[config.mk]
export PLATFORM = sky130hd
export DESIGN_NAME = periodic_timer_task_scheduler
export DESIGN_NICKNAME = d
export VERILOG_FILES = /design/src/design/ptts_pkg.sv /design/src/design/periodic_timer_task_scheduler.sv
export SDC_FILE = /design/constraint.sdc
export NUM_CORES = 1
export LEC_CHECK = 0
export BUFFER_PORTS_ARGS = -buffer_cell sky130_fd_sc_hd__buf_2
export CORE_MARGIN = 5
export CORE_UTILIZATION = 30
export CTS_CLUSTER_SIZE = 40
export DETAILED_ROUTE_END_ITERATION = 6
export PLACE_DENSITY_LB_ADDON = 0.15
export SLEW_MARGIN = 20
export SYNTH_ARGS = -nofsm -noshare
export SYNTH_HDL_FRONTEND = slang
export SYNTH_SLANG_ARGS = --single-unit
[constraint.sdc]
create_clock -name clk -period 10 [get_ports clk]
set_clock_uncertainty 0.15 [all_clocks]
set_input_delay 1.5 -clock clk [delete_from_list [all_inputs] [get_ports clk]]
set_output_delay 1.5 -clock clk [all_outputs]
set_load 0.02 [all_outputs]
[src/design/ptts_pkg.sv]
`default_nettype none

package ptts_pkg;

	localparam int TableDepthDef = 16;
	localparam int TimeBitsDef   = 32;

	// tasks fired per tick at most
	localparam int MAX_RESULTS = 16;
	localparam int NUM_W       = $clog2(MAX_RESULTS + 1);

	localparam logic KIND_TICK = 1'b0;
	localparam logic KIND_ADD  = 1'b1;

	typedef enum logic [1:0] {
		ST_FIRED = 2'd0,
		ST_ADDED = 2'd1,
		ST_FULL  = 2'd2
	} status_t;

	typedef struct packed {
		logic        kind;
		logic [15:0] delay;
		logic [15:0] period;
		logic [7:0]  task_tag;
	} in_item_t;

	typedef struct packed {
		status_t    status;
		logic [7:0] fired_tag;
		logic       last;
	} out_item_t;

	typedef enum logic [2:0] {
		S_IDLE,
		S_ADD_SCAN,
		S_ADD_PUT,
		S_TICK_SCAN,
		S_TICK_DEC,
		S_TICK_LAST
	} state_t;

endpackage

`default_nettype wire

[src/design/periodic_timer_task_scheduler.sv]
// channel   direction  handshake              payload
// in        input      in_valid / in_ready    in_item  (in_item_t)
// out       output     out_valid / out_ready  out_item (out_item_t)
// cfg       input      cfg_we, no wait        cfg_wdata (enabled)
//
// One item at a time. An add walks the valid bits one slot a cycle to find a free slot; a
// tick while disabled only advances time; a tick while enabled runs one search per fired
// task plus a final search that finds none, one search less once the count of fired tasks
// reaches MAX_RESULTS; each search reads the memory one slot a cycle.
// Reset empties the table at once (valid flops), no clearing pass. A stalled output holds
// the next firing and the final result of the item until the waiting item is taken.
`default_nettype none

module periodic_timer_task_scheduler
	import ptts_pkg::*;
#(
	parameter int TABLE_DEPTH = TableDepthDef,
	parameter int TIME_BITS   = TimeBitsDef
) (
	input  wire logic      clk,
	input  wire logic      arst_n,
	input  wire logic      in_valid,
	output logic           in_ready,
	input  wire in_item_t  in_item,
	output logic           out_valid,
	input  wire logic      out_ready,
	output out_item_t      out_item,
	input  wire logic      cfg_we,
	input  wire logic      cfg_wdata
);

	localparam int IDX_W = (TABLE_DEPTH > 1) ? $clog2(TABLE_DEPTH) : 1;
	localparam int CNT_W = $clog2(TABLE_DEPTH + 1);
	localparam int ENT_W = TIME_BITS + 16 + 8;
	localparam logic [CNT_W-1:0] CNT_END  = CNT_W'(TABLE_DEPTH);
	localparam logic [IDX_W-1:0] LAST_IDX = IDX_W'(TABLE_DEPTH - 1);
	localparam logic [NUM_W-1:0] NUM_MAX  = NUM_W'(MAX_RESULTS);

	state_t state_q, state_d;

	logic [TIME_BITS-1:0] time_q;
	logic                 enabled_q;
	logic                 valid_q [TABLE_DEPTH];

	// entry: {deadline, period, tag}
	logic [ENT_W-1:0]     mem [TABLE_DEPTH];
	logic [ENT_W-1:0]     rd_data_s1;
	logic [IDX_W-1:0]     rd_idx_s1;
	logic                 rd_vld_s1;

	logic [CNT_W-1:0]     cnt_q;
	in_item_t             req_q;
	status_t              add_status_q;

	logic                 best_found_q;
	logic [TIME_BITS-1:0] best_age_q;
	logic [IDX_W-1:0]     best_idx_q;
	logic [15:0]          best_per_q;
	logic [7:0]           best_tag_q;

	logic                 pend_q;
	logic [7:0]           pend_tag_q;
	logic [NUM_W-1:0]     n_q;

	logic                 out_valid_q;
	out_item_t            out_q;

	logic                 accept;
	logic                 can_load;
	logic [IDX_W-1:0]     cnt_idx;
	logic                 add_free;
	logic                 issue;
	logic                 scan_done;
	logic [TIME_BITS-1:0] rd_dl;
	logic [15:0]          rd_per;
	logic [7:0]           rd_tag;
	logic [TIME_BITS-1:0] age;
	logic                 better;
	logic                 dec_go;
	logic [NUM_W-1:0]     n_next;

	logic                 emit;
	out_item_t            emit_item;
	logic                 mem_we;
	logic [IDX_W-1:0]     mem_wa;
	logic [ENT_W-1:0]     mem_wd;
	logic                 vld_set;
	logic                 vld_clr;
	logic                 fire;

	assign accept    = in_valid && in_ready;
	assign can_load  = !out_valid_q || out_ready;
	assign cnt_idx   = cnt_q[IDX_W-1:0];
	assign add_free  = !valid_q[cnt_idx];
	assign issue     = (state_q == S_TICK_SCAN) && (cnt_q != CNT_END);
	assign scan_done = (cnt_q == CNT_END) && !rd_vld_s1;

	assign rd_dl  = rd_data_s1[ENT_W-1 -: TIME_BITS];
	assign rd_per = rd_data_s1[23:8];
	assign rd_tag = rd_data_s1[7:0];

	// due when (now - deadline) has its top bit clear; larger age wins,
	// strict compare keeps the lower slot on ties
	assign age    = time_q - rd_dl;
	assign better = rd_vld_s1 && valid_q[rd_idx_s1] && !age[TIME_BITS-1] &&
	                (!best_found_q || (age > best_age_q));

	// a pending result must leave before the next one takes its place
	assign dec_go = !pend_q || can_load;
	assign n_next = n_q + NUM_W'(1);

	always_comb begin
		state_d = state_q;
		case (state_q)
			S_IDLE: begin
				if (in_valid) begin
					if (in_item.kind == KIND_ADD) begin
						state_d = S_ADD_SCAN;
					end else if (enabled_q) begin
						state_d = S_TICK_SCAN;
					end
				end
			end
			S_ADD_SCAN: begin
				if (add_free || (cnt_idx == LAST_IDX)) begin
					state_d = S_ADD_PUT;
				end
			end
			S_ADD_PUT: begin
				if (can_load) begin
					state_d = S_IDLE;
				end
			end
			S_TICK_SCAN: begin
				if (scan_done) begin
					state_d = S_TICK_DEC;
				end
			end
			S_TICK_DEC: begin
				if (!best_found_q) begin
					state_d = pend_q ? S_TICK_LAST : S_IDLE;
				end else if (dec_go) begin
					state_d = (n_next == NUM_MAX) ? S_TICK_LAST : S_TICK_SCAN;
				end
			end
			S_TICK_LAST: begin
				if (can_load) begin
					state_d = S_IDLE;
				end
			end
			default: state_d = S_IDLE;
		endcase
	end

	always_comb begin
		in_ready  = 1'b0;
		emit      = 1'b0;
		emit_item = '{status: ST_FIRED, fired_tag: pend_tag_q, last: 1'b0};
		mem_we    = 1'b0;
		mem_wa    = cnt_idx;
		mem_wd    = {time_q + {{(TIME_BITS-16){1'b0}}, req_q.delay},
		             req_q.period, req_q.task_tag};
		vld_set   = 1'b0;
		vld_clr   = 1'b0;
		fire      = 1'b0;
		case (state_q)
			S_IDLE: begin
				in_ready = 1'b1;
			end
			S_ADD_SCAN: begin
				if (add_free) begin
					mem_we  = 1'b1;
					vld_set = 1'b1;
				end
			end
			S_ADD_PUT: begin
				emit      = can_load;
				emit_item = '{status: add_status_q, fired_tag: req_q.task_tag, last: 1'b1};
			end
			S_TICK_SCAN: begin
			end
			S_TICK_DEC: begin
				if (best_found_q && dec_go) begin
					fire   = 1'b1;
					emit   = pend_q;
					mem_wa = best_idx_q;
					mem_wd = {time_q + {{(TIME_BITS-16){1'b0}}, best_per_q},
					          best_per_q, best_tag_q};
					if (best_per_q != 16'd0) begin
						mem_we = 1'b1;
					end else begin
						vld_clr = 1'b1;
					end
				end
			end
			S_TICK_LAST: begin
				emit      = can_load;
				emit_item = '{status: ST_FIRED, fired_tag: pend_tag_q, last: 1'b1};
			end
			default: begin
			end
		endcase
	end

	always_ff @(posedge clk or negedge arst_n) begin
		if (!arst_n) begin
			state_q      <= S_IDLE;
			time_q       <= '0;
			enabled_q    <= 1'b0;
			rd_vld_s1    <= 1'b0;
			cnt_q        <= '0;
			best_found_q <= 1'b0;
			pend_q       <= 1'b0;
			n_q          <= '0;
			out_valid_q  <= 1'b0;
			for (int i = 0; i < TABLE_DEPTH; i++) begin
				valid_q[i] <= 1'b0;
			end
		end else begin
			state_q   <= state_d;
			rd_vld_s1 <= issue;
			if (cfg_we) begin
				enabled_q <= cfg_wdata;
			end
			if (accept && (in_item.kind == KIND_TICK)) begin
				time_q <= time_q + TIME_BITS'(1);
			end
			if (accept || fire) begin
				cnt_q <= '0;
			end else if (issue || ((state_q == S_ADD_SCAN) && !add_free)) begin
				cnt_q <= cnt_q + CNT_W'(1);
			end
			if (accept || fire) begin
				best_found_q <= 1'b0;
			end else if (better) begin
				best_found_q <= 1'b1;
			end
			if (accept) begin
				pend_q <= 1'b0;
				n_q    <= '0;
			end else if (fire) begin
				pend_q <= 1'b1;
				n_q    <= n_next;
			end
			if (vld_set) begin
				valid_q[mem_wa] <= 1'b1;
			end
			if (vld_clr) begin
				valid_q[best_idx_q] <= 1'b0;
			end
			if (emit) begin
				out_valid_q <= 1'b1;
			end else if (out_ready) begin
				out_valid_q <= 1'b0;
			end
		end
	end

	always_ff @(posedge clk) begin
		if (mem_we) begin
			mem[mem_wa] <= mem_wd;
		end
		if (issue) begin
			rd_data_s1 <= mem[cnt_idx];
			rd_idx_s1  <= cnt_idx;
		end
	end

	always_ff @(posedge clk) begin
		if (accept) begin
			req_q <= in_item;
		end
		if (state_q == S_ADD_SCAN) begin
			add_status_q <= add_free ? ST_ADDED : ST_FULL;
		end
		if (better) begin
			best_age_q <= age;
			best_idx_q <= rd_idx_s1;
			best_per_q <= rd_per;
			best_tag_q <= rd_tag;
		end
		if (fire) begin
			pend_tag_q <= best_tag_q;
		end
		if (emit) begin
			out_q <= emit_item;
		end
	end

	assign out_valid = out_valid_q;
	assign out_item  = out_q;

endmodule

`default_nettype wire

==> out/qor.yml <==
sta:
  finalMaxSlewViolations: 0
  setup_tns_ps: 0
  setup_violations: 0
  fmax_ghz: 0.1534
  fin_crit_ps: 6521
  tightest_slew_ps: 1061
  timing.hold.ws_ps: 267.4
  rsz0062_at_grt: "false"
  relSlewSlack: 0.2892
  hold_viol_final: 0
  fin_crit_sh: 0.6521
global_routing:
  antenna_found_initial: 2
  grt_max_degree: 138
  grt.overflow.total: 0
  grt_pass1_vias: 25653
  grt_pass1_wl_um: 182400
  grt_use_total: 0.1522
clocking:
  htreeDepth: 3
  clock_sinks: 1143
  numCtsBuffers: 120
  clkSlewWorstSetupHoldPaths_ps: 60
  cts_setup_buffers: 0
  post_cts_resized: 0
  clk_path_buf_depth: 3
  cts_hold_buf: 0
  insertion_delay_ps: 740
  cts_tree: "built"
  cts_root_buf: "clkbuf_16"
synth:
  synth_edf_count: 1077
  seq_area_frac_synth: 0.7194
  ys.flop_type: "edfxtp_1"
  synth_warnings: 0
  syn_inst: 2525
  synth_seq_cells: 1143
  syn_area_mm2: 0.04725
  postSynthAreaPerCell_um2: 18.71
  synth_cell_types: 68
  async_flop_share: 0.05774
  syn_nets: 2674
worst_setup_path:
  worstPathCellList: "inv_1 > ha_1 > fa_1 > nor2b_1 > o31a_1 > a21o_1 > o221ai_1 > o21ai_0 > a221oi_1 > o21ai_0 > xor2_1 > ha_1 > nand4_1 > nor2_1 > nand3_1 > nor3_1 > nor2_1 > o211ai_1 > o21ai_0 > a21oi_4 > buf_4"
  path_max_fanout: 44
  startpoint: "time_q[0]$_DFFE_PN0P_"
  crit_path_frequent_cell: "o21ai_0"
  worst-path-buf-inv: 2
  worst_setup_path_end_kind: "flop"
  cp-start-kind: "flop"
  critPathSlowestCell: "buf_4"
  arrival_ps: 6720
  reg2reg_from: "time_q[0]$_DFFE_PN0P_"
  critPathKind: "flop to flop"
  worst_path_dominant_cell_family: "compound AO/OA/AOI/OAI gates"
  cp.required_ps: 10200
  crit_path_max_incr_delay_ps: 710
power_and_ir_drop:
  ir_worst_vdd_mv: 0.1790
  p_leak_nw: 18.24
  power_density_mw_per_mm2: 243.6
die:
  chipHeight_um: 406.9
  dieArea_mm2: 0.1655
  die_x_um: 406.9
  fp-row-count: 145
  initial_core_util: 0.3021
  core_mm2: 0.1564
  ios: 60
drt:
  vias_per_cell: 5.019
  drt_wl_total_um: 125400
  initialDrtViolationCount: 1960
  ant_nets: 0
  vias: 24204
  drc_errors: 0
  dr.pass1.iters: 7
  post_drt_wl_per_cell_um: 26.01
outcome:
  status: "finished clean"
layout:
  insertedDiodeCount: 0
  syn_to_final_growth_pct: 15.13
  final_common_cell: "edfxtp_1"
  fin_nets: 2811
  multi_input_area_mm2: 0.01282
  register_area_mm2: 0.03401
  n_fill_cell: 14627
  final_cell_mix: "edfxtp_1 (1077), mux4_2 (287), nand2_1 (148)"
  drive_gt1_frac: 0.2330
placed_design:
  gp_congestion: 0.8435
  dp_hpwl_um: 74560
  numPortBuffers: 59
run:
  maxCapViolCount: 0
min_path:
  hold_class: "flop to flop"
  hp-start: "rd_data_s1[15]$_DFFE_PP_"
## metrics by stage
stage | power (mW) | std cells | setup WS, ps | area (µm²) | util
after CTS | 13.46 | 4822 | 3398 | 54290 | 0.3472
after global routing | 13.89 | 4822 | 2958 | 54400 | 0.3479
final | 13.25 | 4822 | 3479 | 54400 | 0.3479
after floorplan | 8.014 | 2525 | 2730 | 47250 | -
after detailed placement | 9.005 | 4598 | 3419 | 50390 | 0.3222
after global placement | 8.959 | 4598 | 3542 | 50380 | 0.3221
## synthesized netlist by cell type (45+ instances only)
library cell  instances  share of area
a21oi_1              85         0.0090
clkbuf_1             65         0.0052
dfrtp_1              66          0.035
edfxtp_1           1077           0.68
ha_1                 99          0.026
inv_1                93         0.0074
mux4_2              287           0.14
nand2_1             148          0.012
nor2_1               94         0.0075
o21ai_0              55         0.0058
xnor2_1              45         0.0083
xor2_1               51         0.0095
## registers in the layout, summed over array words and instances (netlist names)
signal,flops
add_status_q,2
best_age_q,32
best_found_q,1
best_idx_q,4
best_per_q,16
best_tag_q,8
cnt_q,5
enabled_q,1
mem,896
n_q,5
out_item,11
out_valid,1
pend_q,1
pend_tag_q,8
rd_data_s1,56
rd_idx_s1,4
rd_vld_s1,1
req_q,40
state_q,3
time_q,32
valid_q,16
## final timing paths
check,slack [ps],depth (start not counted),end
setup reg to reg,3480,21,best_tag_q[6]$_DFFE_PP_
setup / recovery,3480,21,best_tag_q[6]$_DFFE_PP_
hold / removal,270,0,best_per_q[7]$_DFFE_PP_
min in group asynchronous,520,1,time_q[11]$_DFFE_PN0P_
max in group asynchronous,7900,2,cnt_q[0]$_DFFE_PN0P_
hold reg to reg,270,0,best_per_q[7]$_DFFE_PP_
## area by class of cell
cell class | instances | share of cell area
well taps | 2058 | 0.04733
flip-flops and latches | 1143 | 0.6251
multi-input cells | 1195 | 0.2356
inverters | 93 | 0.006417
clock inverters | 73 | 0.01348
repair buffers | 109 | 0.01375
clock buffers | 151 | 0.05830
## cells by family (layout without fill, tap and decap cells)
group / after synthesis / count (layout) / synth area share
muxes: 306 / 306 / 0.1411
adders and majority gates: 102 / 102 / 0.02749
buffers and inverters: 187 / 426 / 0.01509
AOI/OAI and AO/OA: 273 / 273 / 0.03699
and+or+nand+nor: 418 / 418 / 0.04216
xor gates and xnor gates: 96 / 96 / 0.01779
DFF: 1143 / 1143 / 0.7194
## routing by layer
layer | vias up | GRT usage | wire length [µm]
li1 | 10451 | - | -
met1 | 12961 | 0.2088 | 55680
met2 | 632 | 0.2545 | 61770
met3 | 160 | 0.02034 | 4967
met4 | 0 | 0.04393 | 2987
met5 | - | 0 | 0
## where the power goes
group / internal (mW) / switching [mW] / leakage, nW
clock: 2.51 / 1.90 / 1.88
sequential: 5.84 / 0.230 / 11.0
combinational: 1.18 / 1.59 / 5.39
## worst reg2reg max path, stage by stage, from the launching register on
cell	delay, ps
dfrtp_1	440
inv_1	130
ha_1	190
fa_1	220
nor2b_1	70
o31a_1	280
a21o_1	210
o221ai_1	420
o21ai_0	290
a221oi_1	560
o21ai_0	210
xor2_1	190
ha_1	300
nand4_1	110
nor2_1	170
nand3_1	120
nor3_1	270
nor2_1	70
o211ai_1	160
o21ai_0	200
a21oi_4	550
buf_4	710
No activity file was read; power rests on OpenSTA's default activity.
